## src/design/dssc_pkg.sv

```systemverilog
// Shared constants and types of the decode sample size chooser.
package dssc_pkg;

    localparam int DIM_BITS_DEFAULT = 16;
    localparam int IMG_W            = 16;
    localparam int SIDE_W           = 16;
    localparam int MAXPIX_W         = 32;
    localparam int SAMPLE_W         = 17;
    localparam int CFG_IDX_W        = 8;
    localparam int CFG_DATA_W       = 32;
    localparam int UNIT_W           = MAXPIX_W + 1;

    localparam logic [CFG_IDX_W-1:0] CFG_MIN_SIDE_LENGTH    = CFG_IDX_W'(0);
    localparam logic [CFG_IDX_W-1:0] CFG_MIN_SIDE_ENABLED   = CFG_IDX_W'(1);
    localparam logic [CFG_IDX_W-1:0] CFG_MAX_PIXELS         = CFG_IDX_W'(2);
    localparam logic [CFG_IDX_W-1:0] CFG_MAX_PIXELS_ENABLED = CFG_IDX_W'(3);

    localparam logic [SIDE_W-1:0]   RST_MIN_SIDE_LENGTH    = SIDE_W'(96);
    localparam logic                RST_MIN_SIDE_ENABLED   = 1'b0;
    localparam logic [MAXPIX_W-1:0] RST_MAX_PIXELS         = MAXPIX_W'(196608);
    localparam logic                RST_MAX_PIXELS_ENABLED = 1'b1;

    localparam logic [SAMPLE_W-1:0] SIDE_OFF_UPPER = SAMPLE_W'(128);
    localparam logic [SAMPLE_W-1:0] POW2_LIMIT     = SAMPLE_W'(8);
    localparam logic [SAMPLE_W:0]   ROUND_MASK     = (SAMPLE_W + 1)'(7);

    typedef struct packed {
        logic [SIDE_W-1:0]   min_side_length;
        logic                min_side_enabled;
        logic [MAXPIX_W-1:0] max_pixels;
        logic                max_pixels_enabled;
    } cfg_t;

endpackage

```

## src/design/dssc_core.sv

```systemverilog
// Sequencer and shared subtract unit that compute the sample size.
module dssc_core #(
    parameter int DIM_BITS = dssc_pkg::DIM_BITS_DEFAULT
) (
    input  logic                          clk,
    input  logic                          rst_n,
    input  logic                          start_go,
    input  logic [DIM_BITS-1:0]           width_in,
    input  logic [DIM_BITS-1:0]           height_in,
    input  dssc_pkg::cfg_t                cfg,
    output logic                          busy,
    output logic                          done,
    output logic [dssc_pkg::SAMPLE_W-1:0] sample_size
);

    localparam int PW    = 2 * DIM_BITS;
    localparam int CNT_W = $clog2(PW);
    localparam int SW    = dssc_pkg::SAMPLE_W;
    localparam int MW    = dssc_pkg::MAXPIX_W;
    localparam int UW    = dssc_pkg::UNIT_W;

    localparam logic [3:0] ST_IDLE  = 4'd0;
    localparam logic [3:0] ST_MUL   = 4'd1;
    localparam logic [3:0] ST_DIVQ  = 4'd2;
    localparam logic [3:0] ST_QFIX  = 4'd3;
    localparam logic [3:0] ST_SQRT  = 4'd4;
    localparam logic [3:0] ST_SQFIX = 4'd5;
    localparam logic [3:0] ST_SIDE  = 4'd6;
    localparam logic [3:0] ST_DIVS  = 4'd7;
    localparam logic [3:0] ST_FINAL = 4'd8;

    logic [3:0]          state_reg, state_next;
    logic [CNT_W-1:0]    cnt_reg, cnt_next;
    logic                done_reg, done_next;
    logic [DIM_BITS-1:0] w_reg, w_next;
    logic [DIM_BITS-1:0] h_reg, h_next;
    logic [PW-1:0]       prod_reg, prod_next;
    logic [MW-1:0]       rem_reg, rem_next;
    logic [DIM_BITS-1:0] root_reg, root_next;
    logic [SW-1:0]       lower_reg, lower_next;
    logic [SW-1:0]       sample_reg, sample_next;

    logic [dssc_pkg::SIDE_W-1:0] side_eff;
    logic [MW-1:0]               mp_eff;
    logic [DIM_BITS-1:0]         min_dim;
    logic [UW-1:0]               a_op, b_op, diff;
    logic                        borrow, fits;
    logic [MW-1:0]               rem_step;
    logic [SW-1:0]               upper_val, initial_val, rounded;
    logic [SW:0]                 round_sum;

    assign side_eff = (cfg.min_side_length == '0) ? dssc_pkg::SIDE_W'(1) : cfg.min_side_length;
    assign mp_eff   = (cfg.max_pixels == '0) ? MW'(1) : cfg.max_pixels;
    assign min_dim  = (w_reg < h_reg) ? w_reg : h_reg;

    // The one subtract unit serves both divisions and the square root.
    always_comb
    begin
        if (state_reg == ST_SQRT)
        begin
            a_op = UW'({rem_reg[DIM_BITS:0], prod_reg[PW-1 -: 2]});
            b_op = UW'({root_reg, 2'b01});
        end
        else
        begin
            a_op = {rem_reg, prod_reg[PW-1]};
            b_op = (state_reg == ST_DIVS) ? UW'(side_eff) : UW'(mp_eff);
        end
        {borrow, diff} = {1'b0, a_op} - {1'b0, b_op};
        fits     = !borrow;
        rem_step = fits ? diff[MW-1:0] : a_op[MW-1:0];
    end

    always_comb
    begin
        upper_val = cfg.min_side_enabled ? SW'(prod_reg[DIM_BITS-1:0])
                                         : dssc_pkg::SIDE_OFF_UPPER;
        if (upper_val < lower_reg)
            initial_val = lower_reg;
        else if (!cfg.max_pixels_enabled && !cfg.min_side_enabled)
            initial_val = SW'(1);
        else if (!cfg.min_side_enabled)
            initial_val = lower_reg;
        else
            initial_val = upper_val;

        round_sum = {1'b0, initial_val} + dssc_pkg::ROUND_MASK;
        if (initial_val <= SW'(1))
            rounded = SW'(1);
        else if (initial_val <= SW'(2))
            rounded = SW'(2);
        else if (initial_val <= SW'(4))
            rounded = SW'(4);
        else if (initial_val <= dssc_pkg::POW2_LIMIT)
            rounded = dssc_pkg::POW2_LIMIT;
        else
            rounded = SW'(round_sum & ~dssc_pkg::ROUND_MASK);
    end

    always_comb
    begin
        state_next  = state_reg;
        cnt_next    = cnt_reg;
        done_next   = 1'b0;
        w_next      = w_reg;
        h_next      = h_reg;
        prod_next   = prod_reg;
        rem_next    = rem_reg;
        root_next   = root_reg;
        lower_next  = lower_reg;
        sample_next = sample_reg;
        unique case (state_reg) inside
            ST_IDLE:
            begin
                if (start_go)
                begin
                    w_next     = width_in;
                    h_next     = height_in;
                    state_next = ST_MUL;
                end
            end
            ST_MUL:
            begin
                prod_next = PW'(w_reg) * PW'(h_reg);
                rem_next  = '0;
                cnt_next  = CNT_W'(PW - 1);
                if (cfg.max_pixels_enabled)
                    state_next = ST_DIVQ;
                else
                begin
                    lower_next = SW'(1);
                    state_next = ST_SIDE;
                end
            end
            ST_DIVQ, ST_DIVS:
            begin
                rem_next  = rem_step;
                prod_next = {prod_reg[PW-2:0], fits};
                cnt_next  = cnt_reg - CNT_W'(1);
                if (cnt_reg == '0)
                    state_next = (state_reg == ST_DIVQ) ? ST_QFIX : ST_FINAL;
            end
            ST_QFIX:
            begin
                prod_next  = prod_reg + PW'(rem_reg != '0);
                rem_next   = '0;
                root_next  = '0;
                cnt_next   = CNT_W'(DIM_BITS - 1);
                state_next = ST_SQRT;
            end
            ST_SQRT:
            begin
                rem_next  = rem_step;
                root_next = {root_reg[DIM_BITS-2:0], fits};
                prod_next = {prod_reg[PW-3:0], 2'b00};
                cnt_next  = cnt_reg - CNT_W'(1);
                if (cnt_reg == '0)
                    state_next = ST_SQFIX;
            end
            ST_SQFIX:
            begin
                if (root_reg == '0)
                    lower_next = SW'(1);
                else
                    lower_next = SW'(root_reg) + SW'(rem_reg != '0);
                state_next = ST_SIDE;
            end
            ST_SIDE:
            begin
                if (cfg.min_side_enabled)
                begin
                    prod_next  = {min_dim, DIM_BITS'(0)};
                    rem_next   = '0;
                    cnt_next   = CNT_W'(DIM_BITS - 1);
                    state_next = ST_DIVS;
                end
                else
                    state_next = ST_FINAL;
            end
            ST_FINAL:
            begin
                sample_next = rounded;
                done_next   = 1'b1;
                state_next  = ST_IDLE;
            end
            default:
            begin
                state_next = ST_IDLE;
            end
        endcase
    end

    always_ff @(posedge clk or negedge rst_n)
    begin
        if (!rst_n)
        begin
            state_reg <= ST_IDLE;
            cnt_reg   <= '0;
            done_reg  <= 1'b0;
        end
        else
        begin
            state_reg <= state_next;
            cnt_reg   <= cnt_next;
            done_reg  <= done_next;
        end
    end

    always_ff @(posedge clk)
    begin
        w_reg      <= w_next;
        h_reg      <= h_next;
        prod_reg   <= prod_next;
        rem_reg    <= rem_next;
        root_reg   <= root_next;
        lower_reg  <= lower_next;
        sample_reg <= sample_next;
    end

    assign busy        = (state_reg != ST_IDLE);
    assign done        = done_reg;
    assign sample_size = sample_reg;

endmodule

```

## src/design/decode_sample_size_chooser.sv

```systemverilog
// Top level of the decode sample size chooser: configuration registers and command port.
//
//   Channel   Signals                                   Direction
//   command   start, busy, image_width, image_height    in, busy out
//   result    done, sample_size                         out
//   config    cfg_valid, cfg_ready, cfg_index, cfg_data in, ready out
//
// The one subtract unit in the sequencer works one bit per cycle on a command; a new
// command is not taken while busy.
// The result is shown with done for one cycle; a new command may be taken in that cycle.
// Reset returns the configuration registers to their documented values and the sequencer to idle.
// The receiver cannot stall; configuration transfers are always ready.
module decode_sample_size_chooser #(
    parameter int DIM_BITS = dssc_pkg::DIM_BITS_DEFAULT
) (
    input  logic                            clk,
    input  logic                            rst_n,
    input  logic                            start,
    output logic                            busy,
    input  logic [dssc_pkg::IMG_W-1:0]      image_width,
    input  logic [dssc_pkg::IMG_W-1:0]      image_height,
    output logic                            done,
    output logic [dssc_pkg::SAMPLE_W-1:0]   sample_size,
    input  logic                            cfg_valid,
    output logic                            cfg_ready,
    input  logic [dssc_pkg::CFG_IDX_W-1:0]  cfg_index,
    input  logic [dssc_pkg::CFG_DATA_W-1:0] cfg_data
);

    dssc_pkg::cfg_t cfg_reg, cfg_next;
    logic           cfg_write;
    logic           start_go;

    assign cfg_ready = 1'b1;
    assign cfg_write = cfg_valid && cfg_ready;
    assign start_go  = start && !busy;

    always_comb
    begin
        cfg_next = cfg_reg;
        if (cfg_write)
        begin
            unique case (cfg_index)
                dssc_pkg::CFG_MIN_SIDE_LENGTH:
                    cfg_next.min_side_length = cfg_data[dssc_pkg::SIDE_W-1:0];
                dssc_pkg::CFG_MIN_SIDE_ENABLED:
                    cfg_next.min_side_enabled = cfg_data[0];
                dssc_pkg::CFG_MAX_PIXELS:
                    cfg_next.max_pixels = cfg_data[dssc_pkg::MAXPIX_W-1:0];
                dssc_pkg::CFG_MAX_PIXELS_ENABLED:
                    cfg_next.max_pixels_enabled = cfg_data[0];
                default:
                    cfg_next = cfg_reg;
            endcase
        end
    end

    always_ff @(posedge clk or negedge rst_n)
    begin
        if (!rst_n)
        begin
            cfg_reg.min_side_length    <= dssc_pkg::RST_MIN_SIDE_LENGTH;
            cfg_reg.min_side_enabled   <= dssc_pkg::RST_MIN_SIDE_ENABLED;
            cfg_reg.max_pixels         <= dssc_pkg::RST_MAX_PIXELS;
            cfg_reg.max_pixels_enabled <= dssc_pkg::RST_MAX_PIXELS_ENABLED;
        end
        else
        begin
            cfg_reg <= cfg_next;
        end
    end

    dssc_core #(
        .DIM_BITS (DIM_BITS)
    ) u_core (
        .clk         (clk),
        .rst_n       (rst_n),
        .start_go    (start_go),
        .width_in    (image_width[DIM_BITS-1:0]),
        .height_in   (image_height[DIM_BITS-1:0]),
        .cfg         (cfg_reg),
        .busy        (busy),
        .done        (done),
        .sample_size (sample_size)
    );

endmodule

```

## config.mk

```make
export PLATFORM = sky130hd
export DESIGN_NAME = decode_sample_size_chooser
export DESIGN_NICKNAME = d
export VERILOG_FILES = /design/src/design/dssc_pkg.sv /design/src/design/dssc_core.sv /design/src/design/decode_sample_size_chooser.sv
export SDC_FILE = /design/constraint.sdc
export NUM_CORES = 1
export LEC_CHECK = 0
export CAP_MARGIN = 20
export CORE_UTILIZATION = 40
export DETAILED_ROUTE_END_ITERATION = 10
export DONT_BUFFER_PORTS = 1
export PLACE_DENSITY_LB_ADDON = 0.25
export SLEW_MARGIN = 5
export SYNTH_ARGS = -nofsm -noshare
export SYNTH_HDL_FRONTEND = slang
export SYNTH_HIERARCHICAL = 1
export SYNTH_SLANG_ARGS = --single-unit
```

## constraint.sdc

```tcl
create_clock -name clk -period 6.9 [get_ports clk]
set_input_delay 0.345 -clock clk [delete_from_list [all_inputs] [get_ports clk]]
set_output_delay 0.345 -clock clk [all_outputs]
set_load 0.02 [all_outputs]
```

==> results of run 1 <==
[worst max-delay path by stage]
stage / slack [ns] / endpoint
after global placement: 0.11 / u_core/prod_reg[28]
after floorplan: 0.28 / u_core/prod_reg[28]
after global routing: 0.03 / u_core/prod_reg[26]
after detailed placement: 0.02 / u_core/prod_reg[28]
after CTS: 0.01 / u_core/prod_reg[28]
final: 0.31 / u_core/prod_reg[31]
[metrics by stage]
stage / setup slack (ns) / hold WS (ns)
final: 0.307 / 0.0716
after global routing: 0.0309 / 0.0783
after CTS: 0.0104 / 0.0352
after detailed placement: 0.0218 / 0.0509
after global placement: 0.107 / 0.0509
after floorplan: 0.282 / 0.0494
[cell families after synthesis]
group | count (synthesis) | synth area share (%)
compound gates | 353 | 11.0
xor+xnor | 92 | 3.69
fa+ha+maj | 383 | 28.6
buf+inv | 405 | 7.16
flops | 206 | 27.0
mux | 102 | 4.97
other cells | 1 | 0.0172
simple gates | 790 | 17.6
[layer usage]
metal  vias up  share of wire (%)
li1       8065                  -
met5         -              0.028
met1      8470                 43
met2       382                 49
met3        74                4.4
met4         2                2.6
[repair_timing]
action	CTS	global route
endpoints found under the setup margin	2	5
endpoints found under the hold margin	142	0
cloned	0	0
hold buffers	68	0
pin swaps	0	1
resized for setup	0	11
setup buffers	3	6
[cell usage after synthesis (all sizes together), types with 49 or more instances]
library cell / count
nand2: 313
inv: 294
fa: 195
ha: 187
edfxtp: 146
and2: 140
nor2: 119
a21oi: 97
clkbuf: 94
o21ai: 67
xnor2: 58
dfrtp: 55
mux2: 53
mux2i: 49
[final cells by class]
cell class | count | area share, %
multi-input combinational | 1721 | 59.1
sequential | 206 | 24.0
timing repair buffer | 150 | 5.35
inverter | 295 | 4.51
tap | 696 | 3.55
clock buffer | 36 | 3.02
clock inverter | 14 | 0.438
antenna | 1 | 0.0102
[tightest hold or removal path: stages]
cell	delay [ns]
nor3_1	0.04
nand4_1	0.10
mux2_2	0.15
==> metrics, run 1 <==
hold_sp cfg_index[5]; fmax 152 MHz; setup total negative slack 0 ns; CTS H-tree depth 1; Buf+Inv Stages, Crit Path 3; Bufs on Longest Clock Path 3; EDFF count, synth 146; clk_lat worst skew 0.59 ns; first-pass GRT wire length 92,500 um; largest net degree at the start of global routing 61; Ports 96; GRT overflow 0; Placed Instances 2,991; CP max FO 13; hpwl dp 43,600 um; CP most frequent cell fa_1; worst setup path start u_core/h_reg[14]; initial core utilization 40.5%; fill cell count 5,146; DRT Pass-1 Iters 9; Crit path depth 21; Yosys warnings 6; hold path cells 3; Die Span Y 236 um; die area 0.0556 mm2; Std-Cell Rows 85; busiest grt layer met2; Syn-to-layout area delta 12.4%; dominant synthesized flop cell edfxtp_1; CTS clk-pin slew, worst paths 0.06 ns; Hold Path End cfg_reg[0]; most area-hungry cell type in the Yosys netlist edfxtp_1; Syn Inst Count 2,332; Multi-input gate area 0.0145 mm2; Post-synth ARST share 29.1%; share of layout cells above drive strength 1 9.00%; Final ANT Viol Nets 0; FF-to-FF End u_core/prod_reg[31]; CP endpoint kind register; CP Class reg2reg; routability cong. 0.888; delay-heaviest family, CP adder cells; commonest non-fill, non-tap cell in the layout nand2_1; CTS Sinks 206; Max-slew headroom 24.8%; Worst R2R Path Depth 21; Initial DRC Count 1,164; min cycle time layout 6.59 ns; design area 0.0246 mm2; GR Util All Layers 20.5%; max-slew violations 0; reg2reg setup slack 0.31 ns; Non-Filler Instances 3,119; syn_area_per_cell 9.37 um2; DP Area 0.0229 mm2; Tcrit/Tclk final 95.5%; skew final 0.0133 ns; Post-Syn Nets 2,790; most frequent cells in the layout nand2_1 (313), inv_1 (294), fa_1 (195); vias per cell 5.45; FF/Latch Area 0.00589 mm2; final setup violating endpoints 0; Mapped Area 0.0219 mm2; slew of the pin with the lowest slew margin 1.13 ns; die width 236 um; global routing usage on met2 35.4%; TritonCTS Buffers 27; Yosys reg bits 206; detailed-route wire length per cell 18.1 um; Max Cap Viol 0; PortBufs 0; Critical Path AT 6.91 ns; Global Route met3 Usage 2.62%; post-synthesis sequential area ratio 27.0%; NumNets Final 2,859; post-synth top area share 20.1%; status complete, no violations; max incr delay on CP 0.53 ns; Synth area leaders edfxtp_1 (20%), fa_1 (18%), ha_1 (11%); Crit Reg-Reg Startpoint u_core/h_reg[14]; CTS root buf clkbuf_16; Finished Core Util 45.6%; TritonCTS clock tree done; number of flip-flops in the largest register 50; RSZ-0062 raised after global routing no; Critical Path Source Type register; initial antenna violation count 2; critical path required time 7.22 ns; CP cell instances buf_4 > and2_1 > fa_1 > inv_1 > fa_1 > inv_1 > fa_1 > fa_1 > fa_1 > ha_1 > ha_1 > a21o_1 > a21oi_1 > o221ai_1 > a2111oi_2 > nor3_1 > nand3_1 > nand3_1 > a41oi_2 > mux2i_1 > o21ai_0; Crit-path slowest cell fa_1; Hold Crit Class in2reg; core box area 0.0539 mm2; drt drc 0; number of global-route vias before repair 17,164; endpoints failing hold 0; Via Count 16,993; final wirelength 56,500 um; Yosys cell types 82; M1 GR Usage 27.3%
Power of run 1 is left out: the tool's default activity adds up to more than one toggle a clock period on the data nets, which glitch-free logic cannot reach.
==> run 2, diff against run 1 <==
- RECOVER_POWER: unset -> 100
==> metrics, run 2 (same netlist as run 1, synthesis figures left out) <==
status finished with violations; violated checks capacitance limit, slew limit; hold_sp cfg_index[5]; final setup violating endpoints 0 (unchanged); CTS H-tree depth 1 (unchanged); Die Span Y 236 um (unchanged); PortBufs 0 (unchanged); initial core utilization 40.5% (unchanged); drt drc 0 (unchanged); reg2reg setup slack 0.31 ns (about the same); detailed-route wire length per cell 18.1 um (-0.24%); Final ANT Viol Nets 0 (unchanged); first-pass GRT wire length 92,500 um (unchanged); busiest grt layer met2; global routing usage on met2 35.4% (unchanged); hpwl dp 43,600 um (unchanged); vias per cell 5.47 (+0.32%); slew of the pin with the lowest slew margin 3.39 ns (+2.26 ns); number of flip-flops in the largest register 50 (unchanged); Crit Reg-Reg Startpoint u_core/h_reg[14]; CP Class reg2reg; Ports 96 (unchanged); M1 GR Usage 27.3% (unchanged); share of layout cells above drive strength 1 8.13% (-0.87 points); Hold Crit Class in2reg; Initial DRC Count 1,083 (-7.0%); Critical Path Source Type register; largest net degree at the start of global routing 61 (unchanged); Critical Path AT 6.91 ns (about the same); Std-Cell Rows 85 (unchanged); min cycle time layout 6.59 ns (-0.00538 ns); TritonCTS Buffers 27 (unchanged); Worst R2R Path Depth 21 (unchanged); CP max FO 13 (unchanged); NumNets Final 2,859 (unchanged); CP cell instances buf_4 > and2_1 > fa_1 > inv_1 > fa_1 > inv_1 > fa_1 > fa_1 > fa_1 > ha_1 > ha_1 > a21o_1 > a21oi_1 > o221ai_1 > a2111oi_2 > nor3_1 > nand3_1 > nand3_1 > a41oi_2 > mux2i_1 > o21ai_0; Max Cap Viol 7 (+7); fmax 152 MHz (about the same); CTS clk-pin slew, worst paths 0.06 ns (about the same); Non-Filler Instances 3,119 (unchanged); max-slew violations 255 (+255); max incr delay on CP 0.53 ns (about the same); die area 0.0556 mm2 (unchanged); routability cong. 0.888 (unchanged); clk_lat worst skew 0.59 ns (about the same); critical path required time 7.22 ns (about the same); GR Util All Layers 20.5% (unchanged); Syn-to-layout area delta 11.9%; CP most frequent cell fa_1; CTS Sinks 206 (unchanged); CTS root buf clkbuf_16; Via Count 17,048 (+0.32%); Bufs on Longest Clock Path 3 (unchanged); fill cell count 5,168 (+0.43%); number of global-route vias before repair 17,164 (unchanged); commonest non-fill, non-tap cell in the layout nand2_1; Tcrit/Tclk final 95.5% (about the same); GRT overflow 0 (unchanged); final wirelength 56,400 um (-0.24%); die width 236 um (unchanged); Multi-input gate area 0.0145 mm2 (-0.25%); initial antenna violation count 2 (unchanged); most frequent cells in the layout nand2_1 (313), inv_1 (294), fa_1 (195); Max-slew headroom -126% (-150 points); RSZ-0062 raised after global routing no; Crit-path slowest cell fa_1; CP endpoint kind register; FF-to-FF End u_core/prod_reg[31]; setup total negative slack 0 ns (unchanged); TritonCTS clock tree done; Placed Instances 2,991 (unchanged); hold path cells 3 (unchanged); skew final 0.0142 ns (+0.000893 ns); core box area 0.0539 mm2 (unchanged); DRT Pass-1 Iters 6 (-3); Hold Path End cfg_reg[0]; FF/Latch Area 0.00589 mm2 (unchanged); Global Route met3 Usage 2.62% (unchanged); endpoints failing hold 0 (unchanged)
[run 2: routing by layer]
metal / up-vias / wire length (um)
met5: - / 16
met3: 76 / 2630
met1: 8496 / 24400
li1: 8067 / -
met4: 2 / 1500
met2: 407 / 27800
[run 2: cell type report]
class | count | area share (%)
tap | 696 | 3.56
clock buffer | 36 | 3.03
timing repair buffer | 150 | 5.08
inverter | 295 | 4.53
clock inverter | 14 | 0.440
multi-input combinational | 1721 | 59.3
antenna | 1 | 0.0102
sequential | 206 | 24.1
[run 2: critical path, delay by kind of cell (launching register included)]
kind / cells / cell delay (ns)
adders and majority gates: 7 / 3.22
AOI/OAI and AO/OA: 6 / 1.44
and+or+nand+nor: 4 / 0.63
DFF: 1 / 0.48
buffers and inverters: 3 / 0.36
muxes: 1 / 0.19
[run 2: through the flow]
| stage | cell area, um2 | hold WS [ns] | setup slack, ns | util, % |
|---|---|---|---|---|
| after floorplan | 21900 | 0.0494 | 0.282 | - |
| after global placement | 22900 | 0.0509 | 0.107 | 42.5 |
| after detailed placement | 22900 | 0.0509 | 0.0218 | 42.5 |
| after CTS | 24500 | 0.0352 | 0.0104 | 45.4 |
| after global routing | 24500 | 0.0783 | 0.0135 | 45.4 |
| final | 24500 | 0.0899 | 0.313 | 45.4 |
[run 2: what timing repair did]
| action | in CTS | in global routing |
|---|---|---|
| hold buffers | 68 | 0 |
| pin swaps | 0 | 1 |
| hold endpoints to repair | 142 | 0 |
| buffers inserted | 3 | 6 |
| gates resized for setup | 0 | 11 |
| cloned | 0 | 0 |
| endpoints found under the setup margin | 2 | 5 |
[run 2: worst max path at each step]
stage / start / to / slack (ns) / cells past startpoint
final: u_core/h_reg[14] / u_core/prod_reg[31] / 0.31 / 21
after floorplan: u_core/h_reg[9] / u_core/prod_reg[28] / 0.28 / 22
after global routing: u_core/h_reg[5] / u_core/prod_reg[26] / 0.01 / 21
after detailed placement: u_core/w_reg[6] / u_core/prod_reg[28] / 0.02 / 20
after global placement: u_core/w_reg[6] / u_core/prod_reg[28] / 0.11 / 20
after CTS: u_core/h_reg[5] / u_core/prod_reg[28] / 0.01 / 21
Power of run 2 is left out for the same reason.
